--- src/hdl/frf_pkg.sv ---
// frf_pkg: shared constants and command/status types for the record repeat filter
// no dependencies; used by frf_ctrl, frf_datapath, fixed_record_repeat_filter and tb_top
`timescale 1ns / 1ps

package frf_pkg;

  localparam int MAX_RECORD_DEFAULT = 64;
  localparam int BYTE_W = 8;
  localparam int LEN_W = 7;
  localparam int APB_ADDR_W = 3;
  localparam int APB_DATA_W = 32;

  localparam logic [LEN_W-1:0] RECORD_LEN_RESET = 7'd16;

  // register index, taken from paddr[2]
  localparam logic [0:0] REG_RECORD_LEN = 1'b0;

  // controller to datapath
  typedef struct packed {
    logic cap;     // capture input byte, read previous bank
    logic commit;  // write byte, update flags, decide emission
    logic rd;      // read next stored byte of the emitted record
    logic ld;      // load read byte into output register
  } frf_cmd_t;

  // datapath to controller
  typedef struct packed {
    logic emit_go;    // record (or partial) must be replayed
    logic emit_last;  // byte being loaded is the last one
    logic out_busy;   // output register full and not taken this cycle
  } frf_status_t;

endpackage

--- src/hdl/frf_ram.sv ---
// frf_ram: generic simple dual-port ram, one write and one registered read port
// no package dependency
`timescale 1ns / 1ps

module frf_ram #(
  parameter int WIDTH = 8,
  parameter int DEPTH = 128
) (
  input  logic                     clk,
  input  logic                     we,
  input  logic [$clog2(DEPTH)-1:0] waddr,
  input  logic [WIDTH-1:0]         wdata,
  input  logic                     re,
  input  logic [$clog2(DEPTH)-1:0] raddr,
  output logic [WIDTH-1:0]         rdata
);

  logic [WIDTH-1:0] mem [DEPTH];

  always_ff @(posedge clk) begin
    if (we) begin
      mem[waddr] <= wdata;
    end
    if (re) begin
      rdata <= mem[raddr];
    end
  end

endmodule

--- src/hdl/frf_ctrl.sv ---
// frf_ctrl: controller state machine of the record repeat filter
// depends on frf_pkg for command and status types
`timescale 1ns / 1ps

module frf_ctrl (
  input  logic                 clk,
  input  logic                 rst,
  input  logic                 in_valid,
  output logic                 in_ready,
  input  frf_pkg::frf_status_t status,
  output frf_pkg::frf_cmd_t    cmd
);

  typedef enum logic [1:0] {
    ST_IDLE,
    ST_COMPARE,
    ST_EMIT_RD,
    ST_EMIT_LD
  } state_t;

  state_t state;

  assign in_ready   = (state == ST_IDLE);
  assign cmd.cap    = (state == ST_IDLE) && in_valid;
  assign cmd.commit = (state == ST_COMPARE);
  assign cmd.rd     = (state == ST_EMIT_RD) && !status.out_busy;
  assign cmd.ld     = (state == ST_EMIT_LD);

  always_ff @(posedge clk) begin
    if (rst) begin
      state <= ST_IDLE;
    end else begin
      unique case (state)
        ST_IDLE: begin
          if (in_valid) state <= ST_COMPARE;
        end
        ST_COMPARE: begin
          state <= status.emit_go ? ST_EMIT_RD : ST_IDLE;
        end
        ST_EMIT_RD: begin
          if (!status.out_busy) state <= ST_EMIT_LD;
        end
        ST_EMIT_LD: begin
          state <= status.emit_last ? ST_IDLE : ST_EMIT_RD;
        end
        default: state <= ST_IDLE;
      endcase
    end
  end

endmodule

--- src/hdl/frf_datapath.sv ---
// frf_datapath: record store, fill/compare state and output register
// depends on frf_pkg and frf_ram
`timescale 1ns / 1ps

module frf_datapath #(
  parameter int MAX_RECORD = frf_pkg::MAX_RECORD_DEFAULT
) (
  input  logic                       clk,
  input  logic                       rst,
  input  frf_pkg::frf_cmd_t          cmd,
  output frf_pkg::frf_status_t       status,
  input  logic [frf_pkg::LEN_W-1:0]  record_len,
  input  logic [frf_pkg::BYTE_W-1:0] in_byte,
  input  logic                       in_eos,
  output logic                       out_valid,
  input  logic                       out_ready,
  output logic [frf_pkg::BYTE_W-1:0] out_byte,
  output logic                       out_last
);

  localparam int PW = (MAX_RECORD > 1) ? $clog2(MAX_RECORD) : 1;
  localparam int CW = $clog2(MAX_RECORD + 1);
  localparam int DEPTH = 2 * MAX_RECORD;
  localparam int AW = $clog2(DEPTH);
  localparam logic [AW-1:0] BANK_OFS = AW'(MAX_RECORD);
  localparam logic [frf_pkg::LEN_W-1:0] LEN_MAX = frf_pkg::LEN_W'(MAX_RECORD);

  logic [frf_pkg::BYTE_W-1:0] byte_reg;
  logic                       eos_reg;
  logic [PW-1:0]              pos;
  logic                       bank;
  logic                       have_prev;
  logic                       differs;
  logic                       emit_bank;
  logic [CW-1:0]              emit_count;
  logic [PW-1:0]              k;

  logic [CW-1:0]              len_eff;
  logic [CW-1:0]              count;
  logic                       complete;
  logic                       differs_new;
  logic                       emit_go;
  logic [AW-1:0]              cmp_addr;
  logic [AW-1:0]              cur_addr;
  logic [AW-1:0]              emit_addr;
  logic [AW-1:0]              raddr;
  logic [frf_pkg::BYTE_W-1:0] rdata;

  // zero acts as one, anything above the store size as the store size
  always_comb begin
    if (record_len == '0) begin
      len_eff = CW'(1);
    end else if (record_len > LEN_MAX) begin
      len_eff = CW'(MAX_RECORD);
    end else begin
      len_eff = record_len[CW-1:0];
    end
  end

  assign count       = CW'(pos) + CW'(1);
  assign complete    = (count >= len_eff);
  assign differs_new = differs || (have_prev && (rdata != byte_reg));
  assign emit_go     = complete ? (!have_prev || differs_new) : eos_reg;

  assign cmp_addr  = bank ? (BANK_OFS + AW'(pos)) : AW'(pos);
  assign cur_addr  = bank ? AW'(pos) : (BANK_OFS + AW'(pos));
  assign emit_addr = emit_bank ? (BANK_OFS + AW'(k)) : AW'(k);
  assign raddr     = cmd.cap ? cmp_addr : emit_addr;

  assign status.emit_go   = emit_go;
  assign status.emit_last = ((CW'(k) + CW'(1)) == emit_count);
  assign status.out_busy  = out_valid && !out_ready;

  frf_ram #(
    .WIDTH(frf_pkg::BYTE_W),
    .DEPTH(DEPTH)
  ) u_store (
    .clk  (clk),
    .we   (cmd.commit),
    .waddr(cur_addr),
    .wdata(byte_reg),
    .re   (cmd.cap || cmd.rd),
    .raddr(raddr),
    .rdata(rdata)
  );

  // payload captures
  always_ff @(posedge clk) begin
    if (cmd.cap) begin
      byte_reg <= in_byte;
      eos_reg  <= in_eos;
    end
    if (cmd.commit) begin
      // cur_addr is the bank opposite cmp_addr, i.e. the current bank
      emit_bank  <= !bank;
      emit_count <= count;
    end
    if (cmd.ld) begin
      out_byte <= rdata;
      out_last <= status.emit_last;
    end
  end

  // control state
  always_ff @(posedge clk) begin
    if (rst) begin
      pos       <= '0;
      bank      <= 1'b0;
      have_prev <= 1'b0;
      differs   <= 1'b0;
      k         <= '0;
      out_valid <= 1'b0;
    end else begin
      if (cmd.commit) begin
        k <= '0;
        if (eos_reg) begin
          pos       <= '0;
          bank      <= 1'b0;
          have_prev <= 1'b0;
          differs   <= 1'b0;
        end else if (complete) begin
          pos       <= '0;
          bank      <= !bank;
          have_prev <= 1'b1;
          differs   <= 1'b0;
        end else begin
          pos     <= count[PW-1:0];
          differs <= differs_new;
        end
      end
      if (cmd.ld) begin
        k <= k + PW'(1);
      end
      if (cmd.ld) begin
        out_valid <= 1'b1;
      end else if (out_ready) begin
        out_valid <= 1'b0;
      end
    end
  end

endmodule

--- src/hdl/fixed_record_repeat_filter.sv ---
// fixed_record_repeat_filter: top level, apb register and stream glue
// depends on frf_pkg, frf_ctrl, frf_datapath (and frf_ram below it)
`timescale 1ns / 1ps

// usage
//   slave stream: one byte per transfer, tdata[7:0] = data_byte, tlast = end of stream
//   master stream: emitted bytes, tdata[7:0] = out_byte, tlast = last byte for that input
//   apb: register record_len at address 0 (bits 6:0), bytes per record, reset 16
//   bytes are gathered into records of record_len bytes; the first full record of a
//   stream is always sent, later full records only when they differ from the one
//   before; a partial record at end of stream is sent as it is
// input and replay
//   each input byte is captured, then compared and stored against the
//   store's single read port; s_tready is high only while idle
//   a passed record is replayed from the store (ram read, then output register
//   load per byte); s_tready stays low until its last byte is loaded
// reset
//   rst clears fill position, bank select and flags; record_len returns to 16; the
//   record store content is left as is
// stall
//   the output register holds its byte while m_tready is low and replay pauses;
//   the next input byte is taken while the last emitted byte still waits
module fixed_record_repeat_filter #(
  parameter int MAX_RECORD = frf_pkg::MAX_RECORD_DEFAULT
) (
  input  logic                           clk,
  input  logic                           rst,
  // slave stream
  input  logic                           s_tvalid,
  output logic                           s_tready,
  input  logic [7:0]                     s_tdata,   // [7:0] data_byte
  input  logic                           s_tlast,   // end_of_stream
  // master stream
  output logic                           m_tvalid,
  input  logic                           m_tready,
  output logic [7:0]                     m_tdata,   // [7:0] out_byte
  output logic                           m_tlast,   // run_last
  // apb configuration
  input  logic                           psel,
  input  logic                           penable,
  input  logic                           pwrite,
  input  logic [frf_pkg::APB_ADDR_W-1:0] paddr,
  input  logic [frf_pkg::APB_DATA_W-1:0] pwdata,
  output logic [frf_pkg::APB_DATA_W-1:0] prdata,
  output logic                           pready
);

  logic [frf_pkg::LEN_W-1:0] record_len;
  logic                      reg_hit;
  frf_pkg::frf_cmd_t         cmd;
  frf_pkg::frf_status_t      status;

  // register decode: one word register
  assign pready  = 1'b1;
  assign reg_hit = (paddr[2] == frf_pkg::REG_RECORD_LEN);

  always_ff @(posedge clk) begin
    if (rst) begin
      record_len <= frf_pkg::RECORD_LEN_RESET;
    end else if (psel && penable && pwrite && pready && reg_hit) begin
      record_len <= pwdata[frf_pkg::LEN_W-1:0];
    end
  end

  // read back, zero beyond the register
  always_comb begin
    prdata = '0;
    if (reg_hit) begin
      prdata = {{(frf_pkg::APB_DATA_W - frf_pkg::LEN_W){1'b0}}, record_len};
    end
  end

  // sequencer: capture, compare, replay
  frf_ctrl u_ctrl (
    .clk     (clk),
    .rst     (rst),
    .in_valid(s_tvalid),
    .in_ready(s_tready),
    .status  (status),
    .cmd     (cmd)
  );

  // store, fill state and output register
  frf_datapath #(
    .MAX_RECORD(MAX_RECORD)
  ) u_datapath (
    .clk       (clk),
    .rst       (rst),
    .cmd       (cmd),
    .status    (status),
    .record_len(record_len),
    .in_byte   (s_tdata),
    .in_eos    (s_tlast),
    .out_valid (m_tvalid),
    .out_ready (m_tready),
    .out_byte  (m_tdata),
    .out_last  (m_tlast)
  );

endmodule

--- config.mk ---
export PLATFORM = sky130hd
export DESIGN_NAME = fixed_record_repeat_filter
export DESIGN_NICKNAME = d
export VERILOG_FILES = /design/src/hdl/frf_pkg.sv /design/src/hdl/frf_ram.sv /design/src/hdl/frf_ctrl.sv /design/src/hdl/frf_datapath.sv /design/src/hdl/fixed_record_repeat_filter.sv
export SDC_FILE = /design/constraint.sdc
export NUM_CORES = 1
export LEC_CHECK = 0
export BUFFER_PORTS_ARGS = -buffer_cell sky130_fd_sc_hd__buf_2
export CORE_MARGIN = 2
export CORE_UTILIZATION = 35
export DETAILED_ROUTE_END_ITERATION = 8
export SLEW_MARGIN = 20
export SYNTH_ARGS = -nofsm -noshare
export SYNTH_HDL_FRONTEND = slang
export SYNTH_HIERARCHICAL = 1
export SYNTH_SLANG_ARGS = --single-unit
--- constraint.sdc ---
create_clock -name clk -period 9.65 [get_ports clk]
set_input_delay 1.93 -clock clk [delete_from_list [all_inputs] [get_ports clk]]
set_output_delay 1.93 -clock clk [all_outputs]
set_load 0.01 [all_outputs]
-- After elaboration in Yosys (flattened, before gate mapping)
Memory sizes are Yosys's and may differ from the RTL's. A register that Yosys moved wholly into a read port is not among the register bits.
Cells that the tools add are included.
- muxes and demuxes: 27
- add/sub/neg operators: 5
- equal/unequal tests: 7
- order comparisons: 2
- bitwise operators: 1
- reduce and logical (&&, ||, !) cells: 21
- operators by type and width (cell ; count):
    7-bit two-way mux ; 7
    6-bit two-way mux ; 4
    6-bit by 1-bit adder with 7-bit output (second input constant) ; 2
    7-bit by 6-bit adder with 7-bit output (first input constant) ; 2
    1-bit two-way mux ; 11
    2-bit two-way mux ; 4
    8-bit != test ; 1
    2-bit case mux with 4 select lines ; 1
    7-bit equality test ; 1
    7-bit >= comparator ; 1
    7-bit > comparator (second input constant) ; 1
    1-bit logical AND ; 7
    7-bit zero test ; 1
    6-bit by 1-bit adder with 6-bit output (second input constant) ; 1
    2-bit nonzero test ; 3
    2-bit equality test (second input constant) ; 2
    1-bit zero test ; 4
    2-bit != test (second input constant) ; 2
    2-bit AND reduction ; 2
    1-bit logical OR ; 3
    2-bit by 1-bit equality test with 1-bit output (second input constant) ; 1
    2-bit zero test ; 1
    1-bit NOT ; 1
- register bits after elaboration: 51
- memories kept: 1
- logic and storage cells: 78
- bits of input ports: 51
- bits in writable memories: 1024
- output and inout bits: 44
- memories (name ; depth ; bits a word ; rd ports ; clocked after memory_dff ; wr ports ; RTL line ; source):
    u_datapath.u_store.mem ; 128 ; 8 ; 1 ; 1 ; 1 ; frf_ram.sv:18 ; logic [WIDTH-1:0] mem [DEPTH];

-- Depth between registers and ports, before layout
Gate-level depths: netlist of the first run.
- word-level depth: 7
- gate-level depth with buffers: 11
- depth with buffers taken out: 10

-- Hierarchy
The synthesis of the first run kept the hierarchy.
- by module, submodules not included (module ; sequential area each (um^2) ; instances ; area an instance (um^2) ; cells each):
    frf_ram ; 30989.7 ; 1 ; 39745.6 ; 1635
    frf_datapath ; 1101.1 ; 1 ; 2024.4 ; 174
    fixed_record_repeat_filter ; 140.1 ; 1 ; 581.8 ; 66
    frf_ctrl ; 40.0 ; 1 ; 120.1 ; 13

-- Worst setup path before layout of the first run
No wires, ideal clock.
- path kind: input to register
- start: input port s_tvalid
- end: register u_datapath.u_store.rdata[0] (read register of u_datapath.u_store.mem) (data pin)
- data required time: 9.390 ns
- data arrival time: 5.131 ns
- setup time: 0.260 ns
- path buffers: 3
- cell stages on the path: 9
- path slack: 4.259 ns
- cells stage by stage: and2_1 > clkbuf_1 > mux2_2 > clkbuf_1 > buf_1 > mux4_2 > mux4_2 > mux4_2 > mux2_2
- cells in the longest elaborated chain, start to end: 2
- ends and longest elaborated chain (element ; RTL line ; source):
    start: declaration ; fixed_record_repeat_filter.sv:29 ; input logic s_tvalid,
    1-bit logical AND ; frf_ctrl.sv:24 ; assign cmd.cap = (state == ST_IDLE) && in_valid;
    7-bit two-way mux ; frf_datapath.sv:68 ; assign raddr = cmd.cap ? cmp_addr : emit_addr;
    named net u_datapath.raddr[0] ; frf_datapath.sv:46 ; logic [AW-1:0] raddr;
    end: declaration ; frf_ram.sv:15 ; output logic [WIDTH-1:0] rdata
The timed path passes the listed nets, and every way through them passes these cells.
A chain may end at the register's enable or synchronous reset.

==> results of run 1 <==
## cell usage in the layout (no fill, tap or decap), types with 17 or more instances in the layout
cell / netlist / routed
conb_1: 2 / 26
clkbuf_1: 49 / 20
clkinv_2: 0 / 18
nand2_1: 25 / 25
xor2_1: 21 / 21
clkinv_1: 0 / 24
buf_4: 38 / 32
clkbuf_16: 0 / 109
mux4_2: 336 / 336
dfxtp_1: 25 / 25
edfxtp_1: 1058 / 1058
buf_2: 15 / 41
nand2b_1: 17 / 17
nor2_1: 144 / 144
## logic make-up after synthesis
family                     count (synthesis)
and+or+nand+nor                          253
muxes                                    360
other                                      2
AOI/OAI and AO/OA                         28
buffers and inverters                    127
xor gates and xnor gates                  26
DFF                                     1083
adders and majority gates                  9
## worst max-delay path: cells and delay by family
kind | cells | cell delay (ns)
AND/OR/NAND/NOR | 1 | 0.12
buffers and inverters | 3 | 0.77
multiplexers | 5 | 2.80
## area by class of cell
| class | instances | area [µm²] |
|---|---|---|
| fill | 10568 | 72040 |
| sequential | 1083 | 32270 |
| multi-input combinational | 702 | 9711 |
| clock buffer | 129 | 2803 |
| tap | 1612 | 2017 |
| clock inverter | 69 | 733.2 |
| timing repair buffer | 78 | 540.5 |
| inverter | 5 | 18.77 |
## layer usage
layer | global-route usage (%) | vias up
li1 | - | 8038
met1 | 20.29 | 10366
met2 | 24.19 | 659
met3 | 2.743 | 135
met4 | 3.419 | 2
met5 | 0 | -
## power by group
| group | switching (mW) | internal (mW) | leakage (nW) |
|---|---|---|---|
| combinational | 0.236 | 0.142 | 2.84 |
| clock | 1.77 | 2.38 | 1.71 |
| sequential | 0.0140 | 5.21 | 9.72 |
| total | 2.02 | 7.73 | 14.3 |
## worst paths after layout
path	start	to	slack (ns)	cells past startpoint
setup / recovery	s_tvalid	u_datapath/u_store/rdata[5]	4.17	9
hold / removal	u_datapath/u_store/rdata[2]	u_datapath/out_byte[2]	0.47	0
setup reg to reg	u_datapath/pos[0]	u_datapath/u_store/rdata[5]	4.79	6
hold reg to reg	u_datapath/u_store/rdata[2]	u_datapath/out_byte[2]	0.47	0
## per-stage QoR
step                      hold slack, ns  utilization [%]  total power [mW]  area, µm²  worst slack, ns
after floorplan                   0.4358                -             5.582      42560            4.259
after CTS                         0.4735            40.02             9.856      48080            4.199
after global routing              0.4872            40.03             10.04      48090            4.020
after detailed placement          0.4623            37.08             5.708      44540            3.456
after global placement            0.4662            37.07             5.694      44530            3.461
final                             0.4724            40.03             9.744      48090            4.172
==> results.json, run 1 <==
{
  "portBuffers": 41,
  "postCtsSetupRepairBufs": 0,
  "grt_pass1_vias": 19878,
  "yosys.area_share.xor_xnor_pct": 0.5362,
  "grt_max_degree": 103,
  "synth_top_family_by_area": "multiplexers",
  "ir_drop_v": 0.0001405,
  "fin_setup_tns_ns": 0,
  "drt_iter0_markers": 1984,
  "regMostFlops": "u_datapath/u_store/mem",
  "synthAdderAreaFrac_pct": 0.2651,
  "finalMaxSlewViolations": 0,
  "vias": 19200,
  "topRoutingLayerUsed": "met5",
  "cp-end-kind": "flip-flop",
  "first_pass_iters": 5,
  "cp_slowest_cell": "mux2_8",
  "wire_per_inst_um": 24.94,
  "cts_root_buf": "clkbuf_16",
  "grtUsageTotal_pct": 14.69,
  "p_per_area_nw_per_um2": 202.6,
  "die_h_um": 352.4,
  "diodes": 0,
  "synthCells": 1888,
  "required_ns": 10.08,
  "synthFlopType": "edfxtp_1",
  "crit_path_cell_trace": "buf_2, and2_1, buf_4, mux2_8, buf_12, mux4_2, mux4_2, mux4_2, mux2_2",
  "ys_ff_latch": 1083,
  "grt_pass1_wl_um": 135600,
  "drc_errors": 0,
  "status": "finished, final reports clean",
  "max_cap_violations": 0,
  "wl_met3_um": 5565,
  "critical_path.startpoint_type": "input port",
  "ys_seq_area_share_pct": 75.98,
  "yosysMostFrequentCell": "edfxtp_1",
  "syn_area_um2": 42470,
  "cp.arrival_ns": 5.90,
  "finalCritPeriodShare_pct": 56.77,
  "finalWeightedCongestion": 0.7932,
  "p_leak_nw": 14.26,
  "critical_path_class": "in2reg",
  "clk_latency_ns": 0.70,
  "clock.fmax_ghz": 0.1825,
  "synthTopCellsByCount": "edfxtp_1 (1058), mux4_2 (336), nor2_1 (144)",
  "rsz0062_at_grt": "false",
  "drt-met1-wl_um": 39070,
  "htree_levels": 3,
  "cts_resized": 0,
  "skew_ns": 0.02765,
  "setup_viol_count_final": 0,
  "ant_nets": 0,
  "ys_types": 50,
  "yosys.area.top_type_share_pct": 74.80,
  "synth_compound_area_share_pct": 0.4596,
  "stdcell_count": 3678,
  "worst_slew_pin_slew_ns": 1.114,
  "crit_top_cell": "mux4_2",
  "area_delta_synth_final_pct": 13.24,
  "cpPeakStageDelay_ns": 0.75,
  "final.min_clock_period_ns": 5.478,
  "clk_pin_slew_ns": 0.06,
  "clkSinkCount": 1083,
  "wl_met2_um": 45430,
  "initial_core_util_pct": 35.35,
  "cts_buffer_depth": 3,
  "worstPathMaxFanout": 69,
  "hold_buffers": 0,
  "synth-simple-area-share_pct": 2.775,
  "gr-total-overflow": 0,
  "cts_buffers": 109,
  "antenna_found_initial": 2,
  "fin_nets": 2039,
  "dieArea_um2": 124200,
  "ios": 95,
  "vias_per_cell": 5.220,
  "synth_edf_count": 1058,
  "synth_area_leader_cell": "edfxtp_1",
  "die_x_um": 352.4,
  "ys_async_sr_fraction_pct": 0,
  "synth_area_leaders": "edfxtp_1 (75%), mux4_2 (18%), nor2_1 (1.3%), dfxtp_1 (1.2%), buf_4 (0.67%)",
  "design.core.area_um2": 120100,
  "wl_um": 91730,
  "ys_warn_count": 6,
  "row_count": 127,
  "synth_mux_area_share_pct": 18.43,
  "final_hold_viol_count": 0,
  "slew-limit-headroom_pct": 25.73,
  "cts_tree": "built",
  "numPlacedInstances": 3479,
  "dp_hpwl_um": 54470,
  "drive_gt1_share_pct": 29.38,
  "largest_reg_flops": 1024,
  "hp-class": "reg2reg",
  "avgSynthCellArea_um2": 22.50
}
(Power assumes the default switching activity.)
==> run 2: changes to the inputs <==
Settings changed: ABC_AREA set to 1.
Clock period 9.65 ns to 5 ns, I/O delays scaled along.
==> results.json, run 2 <==
{
  "status": "finished, final reports clean",
  "finalMaxSlewViolations": 0,
  "synth_area_leaders": "edfxtp_1 (71%), nand2_1 (11%), nand3_1 (11%), nor2_1 (1.5%), buf_2 (1.4%)",
  "yosys.area.top_type_share_pct": 70.55,
  "cts_resized": 0,
  "vias": 28933,
  "holdPathStages": 1,
  "area_delta_synth_final_pct": 11.68,
  "required_ns": 5.41,
  "portBuffers": 41,
  "total_power_mw": 19.44,
  "ys_warn_count": 6,
  "worstPathMaxFanout": 131,
  "clock.fmax_ghz": 0.2918,
  "r2r_end": "u_datapath/u_store/rdata[2]",
  "hold_path_startpoint": "s_tdata[4]",
  "hp-class": "in2reg",
  "syn_area_um2": 45030,
  "multi_input_area_um2": 11040,
  "critical_path.startpoint_type": "flip-flop",
  "gr-total-overflow": 0,
  "power_frac_comb_pct": 7.7,
  "cp.arrival_ns": 3.83,
  "ys_seq_area_share_pct": 71.67,
  "max_cap_violations": 0,
  "skew_ns": 0.03033,
  "ys_async_sr_fraction_pct": 0,
  "antenna_found_initial": 1,
  "cts_tree": "built",
  "synth_edf_count": 1058,
  "yosysMostFrequentCell": "nand2_1",
  "cts_buffers": 108,
  "setup_viol_count_final": 0,
  "synthCells": 3932,
  "row_count": 131,
  "reg2reg_slack_ns": 1.57,
  "p_sw_share_pct": 23.30,
  "vias_per_cell": 5.102,
  "wire_per_inst_um": 19.81,
  "drc_errors": 0,
  "largest_reg_flops": 1024,
  "drt_iter0_markers": 2917,
  "fin_setup_tns_ns": 0,
  "ir_drop_v": 0.0003256,
  "seq_area_um2": 32270,
  "synthTopCellsByCount": "nand2_1 (1302), edfxtp_1 (1058), nand3_1 (948)",
  "switching_power_mw": 4.529,
  "slew-limit-headroom_pct": 31.37,
  "grt_pass1_wl_um": 169600,
  "final_hold_viol_count": 0,
  "postCtsSetupRepairBufs": 0,
  "design.core.area_um2": 127700,
  "first_pass_iters": 5,
  "clock_power_share_pct": 40.0,
  "synth_area_leader_cell": "edfxtp_1",
  "final_common_cell": "nand2_1",
  "cp-end-kind": "flip-flop",
  "die_h_um": 362.7,
  "n_fill_cell": 11945,
  "initial_core_util_pct": 35.27,
  "pwr-share-seq_pct": 52.2,
  "dieArea_um2": 131500,
  "hold_buffers": 0,
  "cts_buffer_depth": 3,
  "hold_path_end": "u_datapath/byte_reg[4]",
  "ios": 95,
  "die_x_um": 362.7,
  "dp_hpwl_um": 65350,
  "htree_levels": 3,
  "cellInternalPower_mw": 14.91,
  "final_cell_mix": "nand2_1 (1299), edfxtp_1 (1058), nand3_1 (948)",
  "p_leak_nw": 17.60,
  "grt_max_degree": 132,
  "final.min_clock_period_ns": 3.427,
  "ant_nets": 0,
  "ys_types": 35,
  "drive_gt1_share_pct": 7.458,
  "regMostFlops": "u_datapath/u_store/mem",
  "rsz0062_at_grt": "false",
  "finalWeightedCongestion": 0.8093,
  "ys_ff_latch": 1083,
  "finalCritPeriodShare_pct": 68.54,
  "worst_slew_pin_slew_ns": 1.029,
  "r2r_cells": 16,
  "avgSynthCellArea_um2": 11.45,
  "cts_root_buf": "clkbuf_16",
  "grtUsageTotal_pct": 16.80,
  "synthFlopType": "edfxtp_1",
  "r2r-start": "u_ctrl/state[1]",
  "clkSinkCount": 1083,
  "diodes": 0,
  "fin_nets": 3988,
  "p_per_area_nw_per_um2": 386.5,
  "clk_pin_slew_ns": 0.06,
  "clk_latency_ns": 0.69,
  "critical_path_class": "reg2reg",
  "wl_um": 112300,
  "grt_pass1_vias": 27290
}
-- run 2: cell count changes after synthesis, moves of 17 or more --
cell / previous run / this run
buf_2: 15 / 122
buf_4: 38 / 67
buf_6: 2 / 24
inv_1: 5 / 66
mux4_2: 336 / 0
nand2_1: 25 / 1302
nand2b_1: 17 / 0
nand3_1: 13 / 948
nor2_1: 144 / 184
-- run 2: cells by family (layout without fill, tap and decap cells) --
kind of cell	count (synthesis)	after routing	synth area share, %
compound gates	27	27	0.3279
xor+xnor	14	14	0.2723
fa+ha+maj	9	9	0.2501
buf+inv	337	390	4.126
flops	1083	1083	71.67
mux	1	1	0.02223
other cells	2	26	0.01668
simple gates	2459	2459	23.32
-- run 2: layer usage --
layer / vias to the layer above / GRT usage, % / wire length [µm]
met5: - / 0 / 0
met4: 0 / 5.768 / 3409
met3: 186 / 2.382 / 7425
met2: 994 / 27.10 / 52980
met1: 14103 / 23.26 / 48510
li1: 13650 / - / -
-- run 2: power groups by stage --
stage / logic [mW] / registers [mW] / clock network (mW)
3_5_place_dp: 1.50 / 10.3 / 0
3_3_place_gp: 1.48 / 10.3 / 0
6_report: 1.51 / 10.2 / 7.78
4_1_cts: 1.50 / 10.2 / 7.91
5_1_grt: 1.66 / 10.2 / 8.25
2_1_floorplan: 0.879 / 10.4 / 0
-- run 2: how the worst max path moves through the flow --
stage	start	endpoint	slack (ns)	cells past startpoint
finish	u_ctrl/state[1]	u_datapath/u_store/rdata[2]	1.57	16
global route	u_ctrl/state[1]	u_datapath/u_store/rdata[2]	1.43	17
CTS	u_ctrl/state[1]	u_datapath/u_store/rdata[6]	1.74	15
detailed placement	s_tvalid	u_datapath/u_store/rdata[2]	1.05	17
global placement	s_tvalid	u_datapath/u_store/rdata[2]	1.05	17
floorplan	s_tvalid	u_datapath/u_store/rdata[6]	1.38	19
-- run 2: through the flow --
step | hold WS (ns) | area (µm²) | cells | setup WS (ns) | utilization (%)
2_1_floorplan | 0.4278 | 45120 | 3956 | 1.385 | -
3_3_place_gp | 0.4503 | 46920 | 5479 | 1.046 | 36.75
3_5_place_dp | 0.4550 | 46920 | 5479 | 1.052 | 36.75
4_1_cts | 0.4505 | 50270 | 5670 | 1.741 | 39.37
5_1_grt | 0.4724 | 50290 | 5671 | 1.430 | 39.39
6_report | 0.4846 | 50290 | 5671 | 1.573 | 39.39
-- run 2: worst max-delay path, stage by stage, from the launching register on --
cell and delay, ns:
dfxtp_1 0.46, nor3_2 0.09, buf_4 0.21, o21ai_4 0.49, inv_16 0.11, buf_12 0.24, buf_4 0.40, nand2_1 0.07
nand3_1 0.08, nand3_1 0.10, nand3_1 0.08, nand2_1 0.14, nand2_1 0.06, nand3_1 0.08, nand2_1 0.06, nand2_1 0.05
nand2_1 0.13
-- run 2: area by class of cell --
cell class	instances	share of cell area, %
multi-input combinational	2536	21.96
sequential	1083	64.17
clock buffer	126	5.551
clock inverter	65	1.122
tap	1662	4.135
timing repair buffer	126	2.463
inverter	73	0.5996
